`src/rtl/rtal_ram.sv`:
```
module rtal_ram #(
   parameter int unsigned WIDTH = 8,
   parameter int unsigned DEPTH = 256
) (
   input  logic                     clock,
   input  logic                     wr_en,
   input  logic [$clog2(DEPTH)-1:0] wr_addr,
   input  logic [WIDTH-1:0]         wr_data,
   input  logic [$clog2(DEPTH)-1:0] rd_addr,
   output logic [WIDTH-1:0]         rd_data
);

   logic [WIDTH-1:0] mem [DEPTH];
   logic [WIDTH-1:0] rd_data_ff;

   always_ff @(posedge clock) begin
      if (wr_en) begin
         mem[wr_addr] <= wr_data;
      end
      rd_data_ff <= mem[rd_addr];
   end

   assign rd_data = rd_data_ff;

endmodule

```
`config.mk`:
```
export PLATFORM = sky130hd
export DESIGN_NAME = rtal_ram
export DESIGN_NICKNAME = d
export VERILOG_FILES = /design/src/rtl/rtal_ram.sv
export SDC_FILE = /design/constraint.sdc
export NUM_CORES = 2
export LEC_CHECK = 0
export BUFFER_PORTS_ARGS = -buffer_cell sky130_fd_sc_hd__buf_2
export CAP_MARGIN = 20
export CORE_MARGIN = 1
export CORE_UTILIZATION = 31
export DETAILED_ROUTE_END_ITERATION = 6
export HOLD_SLACK_MARGIN = 0.03
export PLACE_DENSITY = 0.47
export SYNTH_ARGS = -nofsm -noshare
export SYNTH_HDL_FRONTEND = slang
export SYNTH_SLANG_ARGS = --single-unit
```
`constraint.sdc`:
```
create_clock -name clock -period 8.1 [get_ports clock]
set_input_delay 2.025 -clock clock [delete_from_list [all_inputs] [get_ports clock]]
set_output_delay 2.025 -clock clock [all_outputs]
set_load 0.02 [all_outputs]
```
---- Word-level counts from Yosys, hierarchy flattened ----
Memories as Yosys holds them, arrays and structs flattened. A register that Yosys moved wholly into a read port is not among the register bits.
Index checks and enable logic that the tools add are counted.
storage, ports and cells
  bits in registers ....................... 0
  RAM bits ................................ 2048
  word-level logic and storage cells ...... 3
  memories kept ........................... 1
operators by class
  mux-type cells .......................... 2
memories
  memory  depth  bits a word  read ports  clocked after Yosys merged registers in  wr ports  line  text
  mem     256    8            1           1                                        1         13    logic [WIDTH-1:0] mem [DEPTH];
operators with widths
  operator           count
  1-bit two-way mux  2

---- Depth between registers and ports, before layout ----
  depth in word-level cells ............... 2
  gate-level depth with buffers ........... 11
  depth with buffers taken out ............ 6

---- Worst setup path before layout ----
No wires, ideal clock.
  kind .................................... input to register
  start ................................... input rd_addr[0]
  end ..................................... register rd_data_ff[2], in the netlist rd_data[2], read port of mem
  arrival time ............................ 3.832 ns
  data required time ...................... 7.969 ns
  path slack .............................. 4.137 ns
  stages on the path ...................... 9
  path buffers ............................ 4
  path through ............................ buf_6 > buf_12 > buf_8 > buf_2 > mux4_2 > a22oi_1 > a21oi_1 > nor4_1 > nor4_2
RTL lines
  what             line  text
  start, declared  9     input logic [$clog2(DEPTH)-1:0] rd_addr,
  end, declared    14    logic [WIDTH-1:0] rd_data_ff;

==> impl_metrics.toml <==
[status]
status = "finished, final reports clean"

[clock_tree]
cts_setup_buffers = 0
cts_buffer_depth = 3
cts_root_buf = "clkbuf_16"
cts-htree-levels = 4
numCtsBuffers = 219
path_clk_slew_ns = 0.06
cts_sinks = 2056
ctsResizeCount = 0
clock_latency_ns = 0.87
cts_tree = "built"
ctsHoldBuffers = 0

[sta]
setup_viol = 0
fmax_mhz = 204.0
rsz0062_at_grt = "no"
fin_crit_ns = 4.902
tightest_slew_ns = 1.176
hold_violations = 0
fin_ws_ns = 3.198
relSlewSlack = 0.2087
holdWs_ns = 1.031
tns_ns = 0
slew_violations = 0
finClkSkew_ns = 0.04505
min_period_over_period = 0.6052

[placed_design]
io_buffers = 33
place_ws_ns = 2.269
dp_hpwl_mm = 130.6
placed_area_um2 = 83740
routabilityCongestion = 0.8009

[drt]
vias = 38240
ant_nets = 0
avgRoutedWirePerCell_um = 29.60
first_iter_violations = 3750
wl_mm = 219.7
avgViaCountPerCell = 5.152
drc = 0
dr.pass1.iters = 5

[power_and_ir_drop]
vdd_drop_max_uv = 208.2
powerDensity_nw_per_um2 = 248.8
p_leak_nw = 27.43

[job]
cap_violations = 0

[die]
num_rows = 185
ios = 34
start_util = 0.3125
die_y_um = 508.6
core_area_um2 = 254600
die_area_um2 = 258700
fp.dieW_um = 508.6

[worst_setup_path]
arrival_ns = 5.58
endpoint_kind = "register"
start_kind = "input port"
crit_fanout = 51
crit_type = "in2reg"
critPathRequiredTime_ns = 8.78

[layout]
final_core_util = 0.3565
drive_gt1_frac = 0.2269
design_area_um2 = 90770
syn2layout_area_growth_pct = 14.09
finalNetCount = 3887

[min_path]
hold_class = "reg2reg"

[synthesis]
yosys_warnings = 0
synth.distinct_cells = 55
syn-num-nets = 3759
synth-edff-count = 2048
synthFlopType = "edfxtp_1"
synth_top_area_cell = "edfxtp_1"
syn_inst = 3733
synth-seq-cells = 2056
synth_top_area_frac = 0.7730
synth.most_common_cell = "edfxtp_1"
syn_area_um2 = 79560
async_reset_ff_frac = 0
synthTopCellsByCount = "2048 x edfxtp_1, 454 x mux4_2, 282 x nor2_1"
seq_area_frac_synth = 0.7750
syn_area_per_cell_um2 = 21.31
yosys-top-cells-area = "edfxtp_1 77%, mux4_2 13%, mux2i_1 1.7%"

[global_route]
grt_pass1_vias = 39150
antenna_found_initial = 18
grt_usage = 0.1698
grt-ovfl-total = 0
grt_max_degree = 181
grt_pass1_wl_mm = 310.5
through the flow:
step | power, mW | cells
global route | 23.24 | 7415
finish | 22.58 | 7422
detailed placement | 13.11 | 7000
CTS | 22.81 | 7405
floorplan | 12.54 | 3733
global placement | 13.09 | 6983
power breakdown:
group | internal [mW] | total, mW | switching (mW)
clock | 5.56 | 9.72 | 4.16
combinational | 0.353 | 1.09 | 0.740
sequential | 11.7 | 11.8 | 0.0343
total | 17.7 | 22.6 | 4.93
worst max-delay path, stage by stage:
cell and delay [ns]:
buf_8 0.50, buf_4 0.58, mux4_2 0.56, mux4_2 0.53, nor2b_1 0.17, nor4_1 0.98
nor4_2 0.13
cell type report:
cell class                 instances  area, um2
clock buffer                     272       5753
inverter                           2      7.507
sequential                      2056      61660
timing repair buffer             140       1363
antenna                           11      27.53
multi-input combinational       1442      16570
tap                             3366       4212
fill                           23430     163900
clock inverter                   133       1176
cell families after synthesis:
family                 Yosys count  share of synthesized area
AND/OR/NAND/NOR                466                    0.02628
multiplexers                   591                     0.1462
flip-flops                    2056                     0.7750
buffers and inverters          235                    0.01831
AO/OA/AOI/OAI                  385                    0.03419
sequential cells by signal (all words and copies together) (netlist names):
| signal | count |
|---|---|
| rd_data | 8 |
| mem | 2048 |
per-layer routing:
layer	wire (um)	vias up	GRT usage
met5	13	-	0
met4	5858	2	0.04387
met3	11000	279	0.02683
met2	104900	1066	0.2756
met1	97970	20900	0.2372
li1	-	16000	-
placed cells by master (no fill, tap or decap), types with 5 or more instances in the layout:
master         n
a211oi_1      16
a21oi_1       96
a221oi_1      13
a22o_1         8
a22oi_1      133
and2_1         5
buf_12        19
buf_2         24
buf_4         74
buf_6         10
buf_8         12
bufinv_16     17
clkbuf_1      49
clkbuf_16    222
clkinv_1      68
clkinv_2      29
clkinvlp_4     6
dfxtp_1        8
diode_2       11
edfxtp_1    2048
mux2i_1      134
mux4_2       454
nand2_1       33
nand2b_1       8
nand3_1       27
nand3_2        7
nand4_1       10
nor2_1       279
nor2b_1       28
nor3_1        22
nor4_1        17
nor4_2        10
o211ai_1      10
o21ai_0       10
o221ai_1      46
o22a_1         5
o22ai_1       28
worst paths after layout:
path	slack, ns	endpoint	startpoint	cells past startpoint
max reg2reg	5.12	rd_data[5]	mem[83][5]	6
min	1.03	rd_data[5]	mem[32][5]	6
min reg2reg	1.03	rd_data[5]	mem[32][5]	6
max	3.20	rd_data[0]	rd_addr[0]	7
Power figures use the tool's default switching activity.
