===== src/rtl/rtal_pkg.sv =====
package rtal_pkg;

   localparam int unsigned DEFAULT_ENTRIES = 256;

   localparam int unsigned CODE_W  = 32;
   localparam int unsigned ALPHA_W = 8;
   localparam int unsigned PCT_W   = 7;
   localparam int unsigned WORD_W  = 2 * CODE_W + ALPHA_W;

   localparam logic [1:0] OP_CLEAR  = 2'd0;
   localparam logic [1:0] OP_APPEND = 2'd1;
   localparam logic [1:0] OP_LOOKUP = 2'd2;

   localparam logic [1:0] ST_OK   = 2'd0;
   localparam logic [1:0] ST_FULL = 2'd1;
   localparam logic [1:0] ST_DUP  = 2'd2;
   localparam logic [1:0] ST_MISS = 2'd3;

   localparam logic [1:0] REG_ENABLE  = 2'd0;
   localparam logic [1:0] REG_QUARTER = 2'd1;
   localparam logic [1:0] REG_HALF    = 2'd2;

   localparam logic [PCT_W-1:0] QUARTER_RESET = 7'd25;
   localparam logic [PCT_W-1:0] HALF_RESET    = 7'd50;
   localparam logic [PCT_W-1:0] PCT_MAX       = 7'd100;

   // 2.55 * 2^19, rounded up; exact floor for every percentage up to 100.
   localparam logic [20:0] SCALE_RECIP = 21'd1336935;

   typedef struct packed {
      logic [ALPHA_W-1:0] alpha;
      logic [1:0]         status;
   } result_type;

   function automatic logic [ALPHA_W-1:0] code_to_alpha(
      input logic [ALPHA_W-1:0] code,
      input logic [PCT_W-1:0]   quarter,
      input logic [PCT_W-1:0]   half
   );
      logic [PCT_W-1:0] pct;
      logic [27:0]      prod;
      pct = 7'd0;
      if (code == 8'd1) begin
         pct = PCT_MAX - ((quarter > PCT_MAX) ? PCT_MAX : quarter);
      end else if (code == 8'd2) begin
         pct = (half > PCT_MAX) ? PCT_MAX : half;
      end
      prod = 28'(pct) * 28'(SCALE_RECIP);
      return prod[26:19];
   endfunction

endpackage


===== src/rtl/rtal_ctrl.sv =====
module rtal_ctrl #(
   parameter int unsigned ENTRIES = rtal_pkg::DEFAULT_ENTRIES,
   localparam int unsigned IW = $clog2(ENTRIES),
   localparam int unsigned CW = IW + 1
) (
   input  logic                             clock,
   input  logic                             reset,
   input  logic                             req_valid,
   output logic                             req_ready,
   input  logic [1:0]                       op,
   input  logic [rtal_pkg::CODE_W-1:0]      range_start,
   input  logic [rtal_pkg::CODE_W-1:0]      range_end,
   input  logic [rtal_pkg::ALPHA_W-1:0]     alpha_value,
   input  logic [rtal_pkg::CODE_W-1:0]      lookup_value,
   input  logic                             blend_enable,
   output logic [IW-1:0]                    rd_addr,
   input  logic [rtal_pkg::WORD_W-1:0]      rd_data,
   output logic                             wr_en,
   output logic [IW-1:0]                    wr_addr,
   output logic [rtal_pkg::WORD_W-1:0]      wr_data,
   output logic                             res_valid,
   input  logic                             res_ready,
   output rtal_pkg::result_type             res
);

   typedef enum logic [1:0] {S_IDLE, S_APPEND, S_PROBE, S_DONE} state_type;

   state_type                        state_ff, state_in;
   logic [CW-1:0]                    count_ff, count_in;
   logic [CW-1:0]                    lo_ff, lo_in;
   logic [CW-1:0]                    hi_ff, hi_in;      // exclusive upper bound
   logic [IW-1:0]                    mid_ff, mid_in;
   logic [rtal_pkg::CODE_W-1:0]      start_ff, start_in;
   logic [rtal_pkg::CODE_W-1:0]      end_ff, end_in;
   logic [rtal_pkg::ALPHA_W-1:0]     alpha_ff, alpha_in;
   logic [rtal_pkg::CODE_W-1:0]      value_ff, value_in;
   rtal_pkg::result_type             res_ff, res_in;

   logic [rtal_pkg::CODE_W-1:0]      rd_start;
   logic [rtal_pkg::CODE_W-1:0]      rd_end;
   logic [rtal_pkg::ALPHA_W-1:0]     rd_alpha;
   logic [CW-1:0]                    count_m1;
   logic [CW-1:0]                    nlo;
   logic [CW-1:0]                    nhi;
   logic [CW:0]                      span_m1;
   logic [CW:0]                      first_m1;

   assign rd_start = rd_data[rtal_pkg::CODE_W-1:0];
   assign rd_end   = rd_data[2*rtal_pkg::CODE_W-1:rtal_pkg::CODE_W];
   assign rd_alpha = rd_data[rtal_pkg::WORD_W-1:2*rtal_pkg::CODE_W];
   assign count_m1 = count_ff - CW'(1);

   assign req_ready = (state_ff == S_IDLE);
   assign res_valid = (state_ff == S_DONE);
   assign res       = res_ff;

   assign wr_addr = count_ff[IW-1:0];
   assign wr_data = {alpha_ff, end_ff, start_ff};

   // Next search window after a probe that missed at mid_ff.
   always_comb begin
      if (value_ff < rd_start) begin
         nlo = lo_ff;
         nhi = CW'(mid_ff);
      end else begin
         nlo = CW'(mid_ff) + CW'(1);
         nhi = hi_ff;
      end
   end

   // Midpoint floor((lo + hi_incl) / 2) with hi_incl = hi - 1.
   assign span_m1  = (CW+1)'(nlo) + (CW+1)'(nhi) - (CW+1)'(1);
   assign first_m1 = (CW+1)'(count_ff) - (CW+1)'(1);

   always_comb begin
      state_in = state_ff;
      count_in = count_ff;
      lo_in    = lo_ff;
      hi_in    = hi_ff;
      mid_in   = mid_ff;
      start_in = start_ff;
      end_in   = end_ff;
      alpha_in = alpha_ff;
      value_in = value_ff;
      res_in   = res_ff;
      rd_addr  = mid_ff;
      wr_en    = 1'b0;

      unique case (state_ff)
         S_IDLE: begin
            if (req_valid) begin
               start_in = range_start;
               end_in   = range_end;
               alpha_in = alpha_value;
               value_in = lookup_value;
               res_in   = '{alpha: '0, status: rtal_pkg::ST_OK};
               unique case (op)
                  rtal_pkg::OP_CLEAR: begin
                     count_in = '0;
                     state_in = S_DONE;
                  end
                  rtal_pkg::OP_APPEND: begin
                     rd_addr  = count_m1[IW-1:0];
                     state_in = S_APPEND;
                  end
                  rtal_pkg::OP_LOOKUP: begin
                     if (!blend_enable || count_ff == '0) begin
                        res_in.status = rtal_pkg::ST_MISS;
                        state_in      = S_DONE;
                     end else begin
                        lo_in    = '0;
                        hi_in    = count_ff;
                        mid_in   = first_m1[IW:1];
                        rd_addr  = first_m1[IW:1];
                        state_in = S_PROBE;
                     end
                  end
                  default: begin
                     state_in = S_DONE;
                  end
               endcase
            end
         end
         S_APPEND: begin
            // The previous start is on the read port now.
            if (count_ff != '0 && rd_start == start_ff) begin
               res_in.status = rtal_pkg::ST_DUP;
            end else if (count_ff == CW'(ENTRIES)) begin
               res_in.status = rtal_pkg::ST_FULL;
            end else begin
               wr_en    = 1'b1;
               count_in = count_ff + CW'(1);
            end
            state_in = S_DONE;
         end
         S_PROBE: begin
            if (rd_start <= value_ff && rd_end >= value_ff) begin
               res_in   = '{alpha: rd_alpha, status: rtal_pkg::ST_OK};
               state_in = S_DONE;
            end else if (nlo < nhi) begin
               lo_in   = nlo;
               hi_in   = nhi;
               mid_in  = span_m1[IW:1];
               rd_addr = span_m1[IW:1];
            end else begin
               res_in.status = rtal_pkg::ST_MISS;
               state_in      = S_DONE;
            end
         end
         S_DONE: begin
            if (res_ready) begin
               state_in = S_IDLE;
            end
         end
         default: begin
            state_in = S_IDLE;
         end
      endcase
   end

   always_ff @(posedge clock) begin
      if (reset) begin
         state_ff <= S_IDLE;
         count_ff <= '0;
      end else begin
         state_ff <= state_in;
         count_ff <= count_in;
      end
      lo_ff    <= lo_in;
      hi_ff    <= hi_in;
      mid_ff   <= mid_in;
      start_ff <= start_in;
      end_ff   <= end_in;
      alpha_ff <= alpha_in;
      value_ff <= value_in;
      res_ff   <= res_in;
   end

endmodule

===== config.mk =====
export PLATFORM = sky130hd
export DESIGN_NAME = rtal_ctrl
export DESIGN_NICKNAME = d
export VERILOG_FILES = /design/src/rtl/rtal_pkg.sv /design/src/rtl/rtal_ctrl.sv
export SDC_FILE = /design/constraint.sdc
export NUM_CORES = 1
export LEC_CHECK = 0
export ABC_AREA = 1
export ABC_CLOCK_PERIOD_IN_PS = 4900
export BUFFER_PORTS_ARGS = -buffer_cell sky130_fd_sc_hd__clkbuf_2
export CAP_MARGIN = 20
export CORE_MARGIN = 4
export CORE_UTILIZATION = 25
export DETAILED_ROUTE_END_ITERATION = 10
export GPL_TIMING_DRIVEN = 1
export HOLD_SLACK_MARGIN = 0.1
export PLACE_DENSITY = 0.56
export RECOVER_POWER = 100
export SYNTH_ARGS = -nofsm -noshare
export SYNTH_HDL_FRONTEND = slang
export SYNTH_SLANG_ARGS = --single-unit

===== constraint.sdc =====
create_clock -name clock -period 4.9 [get_ports clock]
set_input_delay 0.245 -clock clock [delete_from_list [all_inputs] [get_ports clock]]
set_output_delay 0.245 -clock clock [all_outputs]
set_load 0.01 [all_outputs]

== Yosys cells after proc, flatten, opt, wreduce, memory -nomap -nowiden ==
Cells that the tools add are included.
Storage, ports and cells
  bits in registers: 151
  bits of input ports: 183
  output and inout bits: 101
  logic and storage cells: 105
Cells by class
  add/subtract/negate cells: 6
  magnitude comparators: 4
  eq/ne operators: 19
  multiplexer cells: 47
  reduce and logical (&&, ||, !) cells: 18
Operators with widths (count)
  two-way mux 9 bit: 16
  one-hot mux 8 bit (2 select lines): 4
  two-way mux 8 bit: 7
  one-hot mux 9 bit (2 select lines): 3
  == test 32 bit: 1
  greater-or-equal comparator 32 bit: 1
  <= comparator 32 bit: 1
  < comparator 32 bit: 1
  two-way mux 2 bit: 9
  subtractor 9 x 1 -> 9 bit, second input constant: 2
  inequality test 2 bit, second input constant: 7
  two-way mux 10 bit: 1
  adder 8 x 1 -> 9 bit, second input constant: 1
  adder 9 x 1 -> 9 bit, second input constant: 1
  adder 9 bit: 1
  == test 9 bit, second input constant: 1
  zero test 9 bit: 1
  < comparator 9 bit: 1
  AND reduction 3 bit: 3
  nonzero test 9 bit: 1
  one-hot mux 2 bit (4 select lines): 1
  subtractor 8 x 1 -> 8 bit, second input constant: 1
  == test 2 bit, second input constant: 3
  inequality test 2 x 1 -> 1 bit, second input constant: 3
  15 further kinds: 23

== Logic depth before layout (Yosys ltp) ==
  word-level depth: 7
  gate-level depth with buffers: 31
  depth with buffers taken out: 29

== Worst setup path after synthesis ==
Ideal clock, no wire load.
  kind: register to register
  from: register value_ff[11] (netlist bit)
  to: register hi_ff[0] (enable)
  setup time: 0.392 ns
  arrival time: 3.732 ns
  data required time: 4.508 ns
  setup slack: 0.776 ns
  cell stages (with the launch flop): 25
  path buffers: 2
  period minus slack after synthesis: 4.124 ns
  path through: edfxtp_1 > inv_1 > ha_1 > nand2_1 > inv_2 > nand3_2 > nor3_4 > nand2_1 > nand2_1 > nand2_1 > nand2_2 > nand2_2 > buf_6 > inv_1 > buf_2 > nand2_1 > o21ai_0 > ha_1 > a21oi_1 > nor2_1 > a211oi_1 > o221ai_1 > nor2_4 > a21oi_4 > nor2_1
Between the ends
  cells in the longest elaborated chain, start to end: 5
  elaborated cells between the ends (all ways): 10
  those cells by class: order compare: 4; eq/ne: 2; mux: 2; reduce/logical: 2
Ends and longest elaborated chain
  start: declaration: line rtal_ctrl.sv:36  | logic [rtal_pkg::CODE_W-1:0] value_ff, value_in;
  start signal: assignment: line rtal_ctrl.sv:175  | value_ff <= value_in;
  < comparator 32 bit: line rtal_ctrl.sv:62  | if (value_ff < rd_start) begin
  two-way mux 9 bit: line rtal_ctrl.sv:62
  < comparator 9 bit: line rtal_ctrl.sv:140  | end else if (nlo < nhi) begin
  inequality test 2 bit (no source line)
  AND reduction 6 bit (no source line) *
  end signal: assignment: line rtal_ctrl.sv:170  | hi_ff <= hi_in;
  end: declaration: line rtal_ctrl.sv:31  | logic [CW-1:0] hi_ff, hi_in;
Mark *: on every way between the ends. The rest lies on a longest branch, timed or not.
A chain may end at the register's enable or synchronous reset.

== Worst setup path after layout ==
  from: register value_ff[23] (netlist bit)
  to: output rd_addr[6]
Between the ends
  cells in the longest elaborated chain, start to end: 7
  elaborated cells between the ends (all ways): 12
  those cells by class: add/sub: 2; order compare: 4; mux: 5; reduce/logical: 1
Ends and longest elaborated chain
  < comparator 32 bit: line rtal_ctrl.sv:62
  two-way mux 9 bit: line rtal_ctrl.sv:62
  adder 9 bit: line rtal_ctrl.sv:72  | assign span_m1 = (CW+1)'(nlo) + (CW+1)'(nhi) - (CW+1)'(1);
  subtractor 9 x 1 -> 9 bit: line rtal_ctrl.sv:72
  two-way mux 8 bit: line rtal_ctrl.sv:140
  two-way mux 8 bit *: line rtal_ctrl.sv:137  | if (rd_start <= value_ff && rd_end >= value_ff) begin
  one-hot mux 8 bit (2 select lines) *: line rtal_ctrl.sv:89  | unique case (state_ff)
  end: declaration: line rtal_ctrl.sv:16  | output logic [IW-1:0] rd_addr,
Marked as above.

==> impl_metrics.yaml <==
status:
  status: "finished with violations"
  violations: "capacitance limit, slew limit"
placed_design:
  placedCellCount: 1670
  place_congestion: 0.885
  placed_cell_area_um2: 10900
  io_buffers: 283
  dp.final_hpwl_um: 21500
floorplan:
  fp-row-count: 69
  die_y_um: 198
  core_um2: 35600
  io_pins: 284
  initial_utilization_pct: 25.3
  design.die.area_um2: 39100
  fp.dieW_um: 198
synth:
  synthCells: 944
  synthXorXnorAreaFrac_pct: 3.01
  syn-num-nets: 1225
  synth_top_cell_area_share_pct: 46.7
  async_reset_ff_share_pct: 0
  synth-edff-count: 140
  synthMuxAreaShare_pct: 0
  ys_types: 44
  netlist_area_um2: 9010
  yosys_warnings: 0
  yosysTopAreaCell: "edfxtp_1"
  synth_top_family_by_area: "simple AND/OR/NAND/NOR gates"
  ys_seq_area_share_pct: 49.1
  synthSimpleGateAreaFrac_pct: 17.9
  synth_compound_area_share_pct: 8.47
  avgSynthCellArea_um2: 9.54
  synthAdderAreaFrac_pct: 13.7
  synth_ff_type: "edfxtp_1"
  synth_seq_cells: 151
  synth_area_leaders: "edfxtp_1 47%, ha_1 13%, nand2_1 8.3%"
timing:
  setup_viol: 0
  finalClockSkew_ps: 8.84
  hold_viol: 0
  slew_violations: 46
  holdWs_ps: 261
  fin_crit_ps: 4570
  post-route-period-util_pct: 93.3
  tightest_slew_ps: 2020
  fin_tns_setup_ps: 0
  fmax_mhz: 219
  maxSlewHeadroom_pct: -35.7
  grt_setup_unrepaired: "yes"
grt:
  grt_pass1_wl_um: 43200
  grt_pass1_vias: 8062
  grt_max_degree: 63
  grt-ovfl-total: 0
  gr-usage-all-layers_pct: 14.1
  antenna_found_initial: 1
finish:
  area_growth_pct: 40.1
  nNetsFinal: 1625
  nFillCells: 3682
  stdcell_area_um2: 12600
  post-route-util_pct: 35.5
  drive_above_1_share_pct: 20.0
  final_cells: 1820
critical_path:
  critPathCaptureType: "output pin"
  crit_fanout: 6
  cp-start-kind: "flop"
  worst-setup-path-type: "flop to output pin"
  arrival_ps: 4330
  crit_required_ps: 4660
clock_network:
  path_clk_slew_ps: 70
  clockRootBuffer: "clkbuf_16"
  clk_latency_ps: 440
  cts_tree: "yes"
  clk_path_buf_depth: 2
  numCtsBuffers: 17
  cts_max_level: 4
  cts.sinks: 151
pwr:
  leakage_nw: 5.66
  peakVddDrop_mv: 0.423
  p_per_area_nw_per_um2: 503
drt:
  ant_nets: 0
  first_pass_iters: 4
  drt-initial-drc-count: 322
  drt-wirelength-per-cell_um: 15.3
  vias_per_cell: 4.42
  route.vias.total: 8048
  drc: 0
  wl_um: 27800
hold_path:
  min_path_type: "primary input to flop"
run:
  drv_cap: 1
## stage by stage
step / power, W / worst slack [ps]
after detailed placement: 0.00487 / 492
after floorplan: 0.00389 / 776
after global routing: 0.00682 / -22.5
final: 0.00635 / 329
after CTS: 0.00634 / 57.9
after global placement: 0.00485 / 585
## worst paths after layout
check / from / endpoint / slack, ps / depth (start not counted)
max: value_ff[23] / rd_addr[6] / 330 / 22
min: res_ready / state_ff[1] / 260 / 6
max reg2reg: value_ff[23] / res[1] / 790 / 20
min reg2reg: count_ff[8] / count_ff[8] / 610 / 2
## power by group
part           internal, W  switching [W]  total (W)
logic              0.00107        0.00184    0.00291
clock network     0.000734       0.000646    0.00138
registers          0.00188       0.000184    0.00206
total              0.00368        0.00267    0.00635
## what timing repair did
| action | CTS | global route |
|---|---|---|
| endpoints found under the setup margin | 1 | 8 |
| cloned | 0 | 1 |
| hold buffers | 113 | 0 |
| setup buffers | 0 | 2 |
| pin swaps | 0 | 3 |
| hold endpoints to repair | 118 | 0 |
| gates resized for setup | 1 | 20 |
## placed cells by master, fill, tap and decap left out, types with 3 or more instances in the layout
cell / count
nand2_1: 200
o21ai_1: 8
nand2_2: 3
clkbuf_2: 185
a21o_1: 3
clkbuf_16: 17
buf_4: 10
nand2_4: 4
xor2_1: 13
o221ai_1: 4
nand3_1: 29
ha_1: 96
nor2_1: 62
inv_2: 4
dlygate4sd3_1: 113
edfxtp_1: 140
inv_8: 5
inv_1: 140
xnor2_1: 18
inv_6: 7
o211ai_1: 19
dfxtp_1: 11
clkbuf_1: 98
o21ai_0: 40
nor3_1: 11
nand3b_1: 3
nor4_1: 5
a31oi_1: 3
or2_2: 12
nand4_1: 22
a21oi_1: 43
## worst max-delay path, stage by stage (launching register included)
cell,delay [ps]
edfxtp_1,320
inv_1,60
ha_1,290
nand2_1,70
nor2_1,140
nand4_1,200
nor2_4,220
nand4_4,120
nand2_4,150
clkinvlp_4,180
o21ai_1,240
ha_1,290
ha_1,240
fa_1,410
nand3_1,110
nand2_1,60
nand2_1,80
nand2_1,70
a21oi_1,160
xnor2_1,130
nand2_1,90
nand4_1,120
clkbuf_2,140
## layout make-up
cell class / instances / area, um2 / share of cell area (%)
Clock inverter: 15 / 173 / 1.37
Antenna cell: 2 / 5.00 / 0.0397
Sequential cell: 151 / 4420 / 35.1
Inverter: 146 / 553 / 4.38
Tap cell: 461 / 577 / 4.57
Clock buffer: 17 / 425 / 3.37
Timing Repair inverter: 1 / 7.51 / 0.0595
Multi-Input combinational cell: 620 / 3940 / 31.2
Timing Repair Buffer: 407 / 2520 / 20.0
## synthesized netlist by cell type (2+ instances only)
| library cell | number |
|---|---|
| buf_2 | 7 |
| nor2_2 | 2 |
| nand2_4 | 3 |
| nor4_1 | 5 |
| nand4_1 | 22 |
| nor3_1 | 12 |
| a31oi_1 | 3 |
| nor2_1 | 62 |
| nand2_2 | 4 |
| clkbuf_1 | 9 |
| inv_2 | 4 |
| o211ai_1 | 19 |
| or2_2 | 12 |
| a21oi_1 | 44 |
| dfxtp_1 | 11 |
| nand3b_1 | 3 |
| o21ai_0 | 48 |
| inv_1 | 142 |
| xnor2_1 | 18 |
| a21o_1 | 3 |
| o211ai_2 | 2 |
| xor2_1 | 13 |
| o221ai_1 | 5 |
| ha_1 | 97 |
| buf_4 | 9 |
| edfxtp_1 | 140 |
| nand2_1 | 200 |
| nand3_1 | 29 |
## logic make-up after synthesis
kind of cell,after synthesis
compound gates,130
xor+xnor,31
fa+ha+maj,98
buf+inv,173
flops,151
simple gates,361
## sequential cells by signal, indices dropped and copies added (netlist names)
| name | cells |
|---|---|
| state_ff | 2 |
| alpha_ff | 8 |
| end_ff | 32 |
| hi_ff | 9 |
| mid_ff | 8 |
| res | 10 |
| value_ff | 32 |
| count_ff | 9 |
| lo_ff | 9 |
| start_ff | 32 |
## layer usage
layer / vias up / wire length, um / track usage [%]
met5: - / 0 / 0
met4: 0 / 538 / 4.59
met3: 36 / 1850 / 4.29
met2: 266 / 14200 / 24.4
met1: 3749 / 11100 / 16.7
li1: 3997 / - / -
(Power assumes the default switching activity.)
